==> src/hw/rtl/swm_pkg.sv <==
// types and constants of the sliding window median time block
package swm_pkg;

    localparam int unsigned TS_W     = 32;
    localparam int unsigned CNT_OUT_W = 4;

    typedef struct packed {
        logic [TS_W-1:0] timestamp;
        logic            start_new_chain;
    } in_t;

    typedef struct packed {
        logic [TS_W-1:0]      median_time;
        logic [CNT_OUT_W-1:0] window_count;
    } out_t;

    // controls from the sequencer to the rank unit
    typedef struct packed {
        logic clear;
        logic step;
        logic earlier;
    } rank_ctl_t;

endpackage

==> src/hw/rtl/swm_ram.sv <==
// generic single write, single read ram with registered read data
module swm_ram #(
    parameter int unsigned WIDTH = 32,
    parameter int unsigned DEPTH = 11
) (
    input  logic                                    clk,
    input  logic                                    wr_en,
    input  logic [((DEPTH > 1) ? $clog2(DEPTH) : 1)-1:0] wr_addr,
    input  logic [WIDTH-1:0]                        wr_data,
    input  logic [((DEPTH > 1) ? $clog2(DEPTH) : 1)-1:0] rd_addr,
    output logic [WIDTH-1:0]                        rd_data
);

    logic [WIDTH-1:0] mem_reg [DEPTH];

    always_ff @(posedge clk)
    begin
        if (wr_en)
        begin
            mem_reg[wr_addr] <= wr_data;
        end
        rd_data <= mem_reg[rd_addr];
    end

endmodule

==> src/hw/rtl/swm_rank_unit.sv <==
// shared compare unit that counts how many window entries sort before the candidate
module swm_rank_unit #(
    parameter int unsigned COUNT_W = 4
) (
    input  logic                         clk,
    input  logic                         rst_n,
    input  swm_pkg::rank_ctl_t           ctl,
    input  logic [swm_pkg::TS_W-1:0]     cand,
    input  logic [swm_pkg::TS_W-1:0]     data,
    output logic [COUNT_W-1:0]           rank_sum
);

    logic               precedes;
    logic [COUNT_W-1:0] rank_reg;
    logic [COUNT_W-1:0] rank_next;

    // equal values are ordered by slot so that every entry gets a distinct rank
    assign precedes = (data < cand) || ((data == cand) && ctl.earlier);
    assign rank_sum = rank_reg + COUNT_W'(precedes);

    always_comb
    begin
        rank_next = rank_reg;
        if (ctl.clear)
        begin
            rank_next = '0;
        end
        else if (ctl.step)
        begin
            rank_next = rank_sum;
        end
    end

    always_ff @(posedge clk or negedge rst_n)
    begin
        if (!rst_n)
        begin
            rank_reg <= '0;
        end
        else
        begin
            rank_reg <= rank_next;
        end
    end

endmodule

==> src/hw/rtl/sliding_window_median_time_top.sv <==
// top level of the sliding window median time block
// usage:
// - item channel (item_valid, item_stall, item): one block timestamp per item in
//   chain order, oldest first; start_new_chain empties the window before the
//   timestamp goes in
// - result channel (result_valid, result_stall, result): one result per item,
//   the median of the held timestamps (upper median for an even count) and
//   the number of timestamps held
// - an item is taken when valid is high and stall is low at a rising clk edge
// - timing: with n timestamps held, every candidate costs one pass of n
//   reads through the single read port of the window ram and the single
//   compare unit
// - item_stall is high from the cycle after an item is taken until its
//   result is loaded into the output register
// - the output register holds a result while result_stall is high; the next
//   item is still taken, and its finished result waits inside the block
//   until the output register frees up
// - reset (rst_n low, asynchronous) empties the window and drops any result;
//   no clearing pass is needed since only written slots are ever read
module sliding_window_median_time_top #(
    parameter int unsigned WINDOW_SIZE = 11
) (
    input  logic          clk,
    input  logic          rst_n,
    input  logic          item_valid,
    output logic          item_stall,
    input  swm_pkg::in_t  item,
    output logic          result_valid,
    input  logic          result_stall,
    output swm_pkg::out_t result
);

    localparam int unsigned AW = (WINDOW_SIZE > 1) ? $clog2(WINDOW_SIZE) : 1;
    localparam int unsigned CW = $clog2(WINDOW_SIZE + 1);

    typedef enum logic [4:0] {
        S_IDLE = 5'b00001,
        S_CAND = 5'b00010,
        S_LOAD = 5'b00100,
        S_SCAN = 5'b01000,
        S_DONE = 5'b10000
    } state_t;

    state_t                    state_reg, state_next;
    logic [CW-1:0]             fill_reg, fill_next;     // timestamps held
    logic [AW-1:0]             slot_reg, slot_next;     // slot for the next timestamp
    logic [AW-1:0]             c_reg, c_next;           // candidate slot
    logic [AW-1:0]             j_reg, j_next;           // slot whose data is on rd_data
    logic [swm_pkg::TS_W-1:0]  cand_reg, cand_next;
    swm_pkg::out_t             result_reg, result_next;
    logic                      result_valid_reg, result_valid_next;

    logic                      accept;
    logic [CW-1:0]             fill_base;
    logic [AW-1:0]             slot_base;
    logic [AW-1:0]             rd_addr;
    logic [swm_pkg::TS_W-1:0]  rd_data;
    logic                      last_j;
    logic                      found;
    logic                      load_out;
    logic [CW-1:0]             rank_sum;
    swm_pkg::rank_ctl_t        rank_ctl;
    logic [CW+3:0]             count_ext;

    assign item_stall   = (state_reg != S_IDLE);
    assign accept       = item_valid && !item_stall;
    assign result_valid = result_valid_reg;
    assign result       = result_reg;

    // a restart drops the window before this timestamp is written
    assign fill_base = item.start_new_chain ? '0 : fill_reg;
    assign slot_base = item.start_new_chain ? '0 : slot_reg;

    assign last_j = (CW'(j_reg) == (fill_reg - CW'(1)));
    // the median is the entry with exactly fill/2 entries sorting before it
    assign found  = (rank_sum == (fill_reg >> 1));

    assign load_out  = (state_reg == S_DONE) && (!result_valid_reg || !result_stall);
    assign count_ext = {4'b0000, fill_reg};

    // read address: candidate first, then a sweep over every held slot
    always_comb
    begin
        case (state_reg)
            S_CAND:  rd_addr = c_reg;
            S_SCAN:  rd_addr = last_j ? '0 : AW'(j_reg + 1'b1);
            default: rd_addr = '0;
        endcase
    end

    assign rank_ctl.clear   = (state_reg == S_LOAD);
    assign rank_ctl.step    = (state_reg == S_SCAN);
    assign rank_ctl.earlier = (j_reg < c_reg);

    swm_ram #(
        .WIDTH (swm_pkg::TS_W),
        .DEPTH (WINDOW_SIZE)
    ) u_window (
        .clk     (clk),
        .wr_en   (accept),
        .wr_addr (slot_base),
        .wr_data (item.timestamp),
        .rd_addr (rd_addr),
        .rd_data (rd_data)
    );

    swm_rank_unit #(
        .COUNT_W (CW)
    ) u_rank (
        .clk      (clk),
        .rst_n    (rst_n),
        .ctl      (rank_ctl),
        .cand     (cand_reg),
        .data     (rd_data),
        .rank_sum (rank_sum)
    );

    // sequencer
    always_comb
    begin
        state_next        = state_reg;
        fill_next         = fill_reg;
        slot_next         = slot_reg;
        c_next            = c_reg;
        j_next            = j_reg;
        cand_next         = cand_reg;
        result_next       = result_reg;
        result_valid_next = result_valid_reg;

        if (result_valid_reg && !result_stall)
        begin
            result_valid_next = 1'b0;
        end

        case (state_reg)
            S_IDLE:
            begin
                if (accept)
                begin
                    fill_next  = (fill_base == CW'(WINDOW_SIZE)) ? fill_base
                                                                 : CW'(fill_base + 1'b1);
                    slot_next  = (slot_base == AW'(WINDOW_SIZE - 1)) ? '0
                                                                     : AW'(slot_base + 1'b1);
                    c_next     = '0;
                    state_next = S_CAND;
                end
            end
            S_CAND:
            begin
                state_next = S_LOAD;
            end
            S_LOAD:
            begin
                // candidate arrives, first sweep read is in flight
                cand_next  = rd_data;
                j_next     = '0;
                state_next = S_SCAN;
            end
            S_SCAN:
            begin
                if (last_j)
                begin
                    if (found)
                    begin
                        state_next = S_DONE;
                    end
                    else
                    begin
                        c_next     = AW'(c_reg + 1'b1);
                        state_next = S_CAND;
                    end
                end
                else
                begin
                    j_next = AW'(j_reg + 1'b1);
                end
            end
            S_DONE:
            begin
                if (load_out)
                begin
                    result_next.median_time  = cand_reg;
                    result_next.window_count = count_ext[3:0];
                    result_valid_next        = 1'b1;
                    state_next               = S_IDLE;
                end
            end
            default:
            begin
                state_next = S_IDLE;
            end
        endcase
    end

    always_ff @(posedge clk or negedge rst_n)
    begin
        if (!rst_n)
        begin
            state_reg        <= S_IDLE;
            fill_reg         <= '0;
            slot_reg         <= '0;
            c_reg            <= '0;
            j_reg            <= '0;
            result_valid_reg <= 1'b0;
        end
        else
        begin
            state_reg        <= state_next;
            fill_reg         <= fill_next;
            slot_reg         <= slot_next;
            c_reg            <= c_next;
            j_reg            <= j_next;
            result_valid_reg <= result_valid_next;
        end
    end

    // payload registers
    always_ff @(posedge clk)
    begin
        cand_reg   <= cand_next;
        result_reg <= result_next;
    end

endmodule

==> config.mk <==
export PLATFORM = sky130hd
export DESIGN_NAME = sliding_window_median_time_top
export DESIGN_NICKNAME = d
export VERILOG_FILES = /design/src/hw/rtl/swm_pkg.sv /design/src/hw/rtl/swm_ram.sv /design/src/hw/rtl/swm_rank_unit.sv /design/src/hw/rtl/sliding_window_median_time_top.sv
export SDC_FILE = /design/constraint.sdc
export NUM_CORES = 1
export LEC_CHECK = 0
export BUFFER_PORTS_ARGS = -buffer_cell sky130_fd_sc_hd__buf_2
export CAP_MARGIN = 20
export CORE_ASPECT_RATIO = 0.9
export CORE_MARGIN = 3
export CORE_UTILIZATION = 50
export CTS_BUF_LIST = sky130_fd_sc_hd__clkbuf_2 sky130_fd_sc_hd__clkbuf_4 sky130_fd_sc_hd__clkbuf_8
export CTS_CLUSTER_SIZE = 25
export DETAILED_ROUTE_END_ITERATION = 12
export PLACE_DENSITY = 0.69
export REMOVE_ABC_BUFFERS = 1
export SETUP_SLACK_MARGIN = 0.05
export SYNTH_ARGS = -nofsm -noshare
export SYNTH_HDL_FRONTEND = slang
export SYNTH_HIERARCHICAL = 1
export SYNTH_SLANG_ARGS = --single-unit
==> constraint.sdc <==
create_clock -name clk -period 10.98 [get_ports clk]
set_input_delay 0.549 -clock clk [delete_from_list [all_inputs] [get_ports clk]]
set_output_delay 0.549 -clock clk [all_outputs]
set_load 0.005 [all_outputs]
Word level (Yosys, flattened, before mapping)
Memories as Yosys holds them, arrays and structs flattened. A register that Yosys moved wholly into a read port is not among the register bits.
Index checks and enable logic that the tools add are counted.
{"block": "op_classes", "reduce_logical": 16, "n_eq_ne": 16, "n_bitwise": 0, "muxes": 24, "shifts": 0, "n_mul": 0, "div_mod_pow": 0, "magnitude_cmp": 2, "addsub": 6}
{"cell": "$mux W4", "count": 11}
{"cell": "$eq A32 B32 Y1", "count": 1}
{"cell": "$lt A32 B32 Y1", "count": 1}
{"cell": "$pmux W5 S5", "count": 1}
{"cell": "$pmux W4 S2", "count": 3}
{"cell": "$mux W5", "count": 4}
{"cell": "$add A4 B1 Y4 const B", "count": 4}
{"cell": "$ne A2 B2 Y1 const B", "count": 5}
{"cell": "$eq A4 B4 Y1 const B", "count": 2}
{"cell": "$reduce_and A2 Y1", "count": 3}
{"cell": "$eq A5 B1 Y1 const B", "count": 1}
{"cell": "$eq A5 B2 Y1 const B", "count": 1}
{"cell": "$eq A5 B3 Y1 const B", "count": 1}
{"cell": "$eq A5 B4 Y1 const B", "count": 1}
{"cell": "$eq A5 B5 Y1 const B", "count": 1}
{"cell": "$mux W1", "count": 5}
{"cell": "$ne A5 B1 Y1 const B", "count": 1}
{"cell": "$add A4 B1 Y4", "count": 1}
{"cell": "$eq A4 B3 Y1", "count": 1}
{"cell": "$eq A4 B4 Y1", "count": 1}
{"cell": "$logic_and A1 B1 Y1", "count": 4}
{"cell": "$lt A4 B4 Y1", "count": 1}
{"cell": "$reduce_and A4 Y1", "count": 1}
{"cell": "$reduce_bool A2 Y1", "count": 2}
{"cell": "other kinds (4)", "count": 7}
{"block": "word_totals", "register_bits": 94, "wordCells": 75, "out_inout_bits": 38, "inputBits": 37, "rom_bits": 0, "latch_bits": 0, "n_memories": 1, "ram_bits": 352}
{"memory": "u_window.mem_reg", "depth": 11, "width": 32, "rd": 1, "rd_ports_with_merged_regs": 1, "wr": 1, "line": "swm_ram.sv:14", "source": "logic [WIDTH-1:0] mem_reg [DEPTH];"}

Longest topological paths before layout
{"block": "logic_depth", "word_depth": 8, "ltp_mapped": 17, "depth_no_buf": 17}

Hierarchy
Netlist, hierarchy kept.
{"module": "swm_ram", "cells_each": 770, "n_inst": 1, "area_each_um2": 14642.8, "seq_area_each_um2": 11210.8}
{"module": "sliding_window_median_time_top", "cells_each": 228, "n_inst": 1, "area_each_um2": 3442.1, "seq_area_each_um2": 2593.7}
{"module": "swm_rank_unit", "cells_each": 132, "n_inst": 1, "area_each_um2": 1018.5, "seq_area_each_um2": 100.1}

Worst setup path before layout
OpenSTA, ideal clock, no wires.
{"block": "synth_path", "kind": "register to register", "start": "register state_reg[2]", "end": "memory u_window.mem_reg[0][0], enable pin", "arrival_time_ns": 3.705, "synth_period_minus_slack_ns": 4.166, "slack_ns": 6.814, "setup_ns": 0.461, "required_time_ns": 10.519, "stages_incl_launch_ff": 7, "path_buffers": 1, "path_cell_list": "dfrtp_1 > buf_2 > nor3_2 > nand4_1 > inv_1 > or3b_2 > nor3_1"}
{"block": "synth_via", "elab_chain_len": 5}
{"element": "start, declared", "line": "sliding_window_median_time_top.sv:44", "source": "state_t state_reg, state_next;"}
{"element": "start signal, assigned", "line": "sliding_window_median_time_top.sv:208", "source": "state_reg <= state_next;"}
{"element": "$ne A5 B1 Y1", "line": "sliding_window_median_time_top.sv:65", "source": "assign item_stall = (state_reg != S_IDLE);"}
{"element": "$logic_not A1 Y1", "line": "sliding_window_median_time_top.sv:66", "source": "assign accept = item_valid && !item_stall;"}
{"element": "$logic_and A1 B1 Y1", "line": "sliding_window_median_time_top.sv:66"}
{"element": "net accept", "line": "sliding_window_median_time_top.sv:53", "source": "logic accept;"}
{"element": "$mux W1", "line": "swm_ram.sv:18", "source": "if (wr_en)"}
{"element": "$mux W1 (not written as such)", "line": "swm_ram.sv:20", "source": "mem_reg[wr_addr] <= wr_data;"}
{"element": "end, declared", "line": "swm_ram.sv:14"}
The timed path passes the listed nets, and every way through them passes these cells.

Worst setup path in the final report
{"block": "layout_path", "start": "register cand_reg[13] (netlist bit)", "end": "register c_reg[3]"}
{"block": "layout_via", "elab_chain_len": 7, "elab_cells_between_ends": 8, "classes_between": "1 x add/sub; 1 x order compare; 3 x eq/ne; 3 x reduce/logical"}
{"element": "start, declared", "line": "sliding_window_median_time_top.sv:49", "source": "logic [swm_pkg::TS_W-1:0] cand_reg, cand_next;"}
{"element": "start signal, assigned", "line": "sliding_window_median_time_top.sv:220", "source": "cand_reg <= cand_next;"}
{"element": "parallel branches: the longest is 2 deep, another holds $lt A32 B32 Y1"}
{"element": "$logic_or A1 B1 Y1 (*)", "line": "swm_rank_unit.sv:18", "source": "assign precedes = (data < cand) || ((data == cand) && ctl.earlier);"}
{"element": "$add A4 B1 Y4 (*)", "line": "swm_rank_unit.sv:19", "source": "assign rank_sum = rank_reg + COUNT_W'(precedes);"}
{"element": "net rank_sum[2]", "line": "sliding_window_median_time_top.sv:61", "source": "logic [CW-1:0] rank_sum;"}
{"element": "$eq A4 B3 Y1 (*)", "line": "sliding_window_median_time_top.sv:76", "source": "assign found = (rank_sum == (fill_reg >> 1));"}
{"element": "$ne A2 B2 Y1 (no line) (*)"}
{"element": "$reduce_and A4 Y1 (no line) (*)"}
{"element": "end signal, assigned", "line": "sliding_window_median_time_top.sv:211", "source": "c_reg <= c_next;"}
{"element": "end, declared", "line": "sliding_window_median_time_top.sv:47", "source": "logic [AW-1:0] c_reg, c_next;"}
Mark *: on every way through the listed nets, which the timed path passes.
A chain may end at the register's enable or synchronous reset.

==> flow_metrics.env <==
export IMPL_syn_cell_area_um2=19100
export IMPL_path_class="flip-flop to flip-flop"
export IMPL_cp_start_kind="flip-flop"
export IMPL_hpwl_mm=21.81
export IMPL_clock_sinks=478
export IMPL_finalCritPeriodShare=0.3970
export IMPL_ir_worst_vdd_mv=0.1362
export IMPL_num_io_pins=75
export IMPL_cp_startpoint="cand_reg[13]"
export IMPL_regArea_um2=13900
export IMPL_cts_htree_levels=3
export IMPL_place_area_um2=20080
export IMPL_yosysMostFrequentCell="edfxtp_1"
export IMPL_via_per_inst=5.650
export IMPL_grt_antenna_before_repair=4
export IMPL_hold_start="item[18]"
export IMPL_layout_min_cycle_time_ns=4.359
export IMPL_drtIter0Drc=811
export IMPL_cts_resized=0
export IMPL_hold_viol=0
export IMPL_die_h_um=191.4
export IMPL_grt_busiest_layer="met2"
export IMPL_synth_warning_count=6
export IMPL_io_buffers=74
export IMPL_start_util=0.5098
export IMPL_nets=1332
export IMPL_netlist_area_leader_share=0.6602
export IMPL_finalInstanceArea_um2=21640
export IMPL_grt_usage=0.2033
export IMPL_power_density_nw_per_um2=192.8
export IMPL_cts_buffers=75
export IMPL_clock_path_buffers=3
export IMPL_cts_tree="done"
export IMPL_grt_pass1_wl_mm=61.58
export IMPL_largest_reg_flops=352
export IMPL_synth_common_cells="edfxtp_1, mux2i_1, mux2_2, inv_1, ha_1"
export IMPL_synthArstFlopShare=0.05439
export IMPL_hp_class="input port to flip-flop"
export IMPL_grt_max_degree=161
export IMPL_yosysSeqAreaShare=0.7279
export IMPL_syn_area_per_cell_um2=16.91
export IMPL_grt_met2_usage=0.3340
export IMPL_dp_cells=1659
export IMPL_synth_edff_count=420
export IMPL_dieArea_um2=40590
export IMPL_cts_hold_buf=1
export IMPL_ant_nets=0
export IMPL_multi_input_area_um2=4856
export IMPL_instances_no_fill=1799
export IMPL_drive_gt1_frac=0.2637
export IMPL_ys_ff_latch=478
export IMPL_wl_per_cell_um=22.56
export IMPL_slew_headroom=0.05780
export IMPL_rsz0062_at_grt="false"
export IMPL_r2r_start="cand_reg[13]"
export IMPL_clkTransAtPathRegs_ns=0.07
export IMPL_fmax_ghz=0.2294
export IMPL_crit_fanout=5
export IMPL_num_vias=10160
export IMPL_core_um2=37470
export IMPL_wl_mm=40.59
export IMPL_netlist_top_cells_area="edfxtp_1, mux2_2, mux2i_1, dfxtp_1, dfrtp_1"
export IMPL_cts_setup_buffers=0
export IMPL_diodes=0
export IMPL_r2r_slack_ns=6.62
export IMPL_first_pass_iters=6
export IMPL_use_met1=0.2703
export IMPL_grt_overflow=0
export IMPL_area_delta_synth_final_pct=13.28
export IMPL_cp_arrival_ns=4.88
export IMPL_die_w_um=212.0
export IMPL_maxCapViolCount=0
export IMPL_syn_inst=1130
export IMPL_fillers=2870
export IMPL_ys_flop_type="edfxtp_1"
export IMPL_synth_cell_types=57
export IMPL_tightest_slew_ns=1.413
export IMPL_yosysTopAreaCell="edfxtp_1"
export IMPL_gp_congestion=0.7845
export IMPL_first_global_vias=10390
export IMPL_post_route_drc_count=0
export IMPL_clk_latency_ns=0.62
export IMPL_rows=67
export IMPL_cp_required_ns=11.50
export IMPL_cp_end_kind="flip-flop"
export IMPL_outcome="finished, final reports clean"
export IMPL_leakage_uw=0.007494
export IMPL_setup_viol=0
export IMPL_drv_slew=0
export IMPL_root_buffer="clkbuf_8"
export IMPL_gr_usage_met3=0.05071
export IMPL_fin_skew_ns=0.01909
layer usage:
layer	up-vias	wire, um	share of wire
met2	266	19690	0.49
met3	80	2334	0.058
li1	4660	-	-
met4	8	780	0.019
met1	5150	17730	0.44
met5	-	55	0.0014
report_power, final:
part | total, uW | internal, uW | leakage, uW | switching, uW
combinational | 460 | 179 | 0.00227 | 281
clock | 1510 | 834 | 0.000825 | 674
sequential | 2210 | 2130 | 0.00440 | 80.5
total | 4170 | 3140 | 0.00749 | 1030
final cells by class:
class,instances,share of cell area
Clock buffer,116,0.06597
Timing Repair Buffer,97,0.02579
Tap cell,483,0.02793
Clock inverter,23,0.005608
Inverter,45,0.007805
Sequential cell,478,0.6425
Multi-Input combinational cell,557,0.2244
cell usage in the layout (no fill, tap or decap), types with 21 or more instances in the layout:
master / count
o211ai_1: 30
o31ai_2: 31
mux2_2: 61
dfrtp_1: 25
buf_2: 74
mux2i_1: 66
buf_4: 21
edfxtp_1: 420
nand2b_1: 37
ha_1: 41
nand2_1: 22
a22o_1: 34
o22ai_1: 34
nor2_1: 28
clkbuf_8: 89
mux2_1: 35
dfxtp_1: 32
clkbuf_4: 27
inv_1: 45
worst max-delay path: stages (launching register included):
cell      delay (ns)
edfxtp_1        0.38
inv_1           0.06
ha_1            0.29
nand4_1         0.13
nor4_1          0.86
o21ai_0         0.38
a31oi_1         0.28
o22ai_1         0.13
ha_1            0.27
ha_1            0.23
xor2_1          0.15
xor2_1          0.15
nor4_2          0.40
o21ai_0         0.17
and2_4          0.24
a31oi_2         0.16
kinds of logic after synthesis:
group / share of synthesized area
AO/OA/AOI/OAI: 0.08181
multiplexers: 0.09117
flip-flops: 0.7279
adder cells (fa/ha/maj): 0.02685
XOR/XNOR: 0.007139
AND/OR/NAND/NOR: 0.04067
buffers and inverters: 0.02450
worst paths after layout:
path	endpoint	depth (start not counted)
min reg2reg	cand_reg[1]	0
max in group asynchronous	c_reg[0]	2
min	u_window/mem_reg[10][17]	1
min in group asynchronous	state_reg[4]	2
max reg2reg	c_reg[3]	15
max	c_reg[3]	15
metrics by stage:
step           setup TNS [ns]  utilization  power, uW  hold WS [ns]  setup WS [ns]
6_report                    0       0.5775       4173        0.2410          6.621
4_1_cts                     0       0.5775       4221        0.1890          6.649
2_1_floorplan         -176.91            -       2550        0.2534         -5.548
3_5_place_dp                0       0.5359       2705        0.4239          6.683
5_1_grt                     0       0.5775       4362        0.1978          6.301
3_3_place_gp                0       0.5359       2684        0.4217          6.841
(Power assumes the default switching activity.)
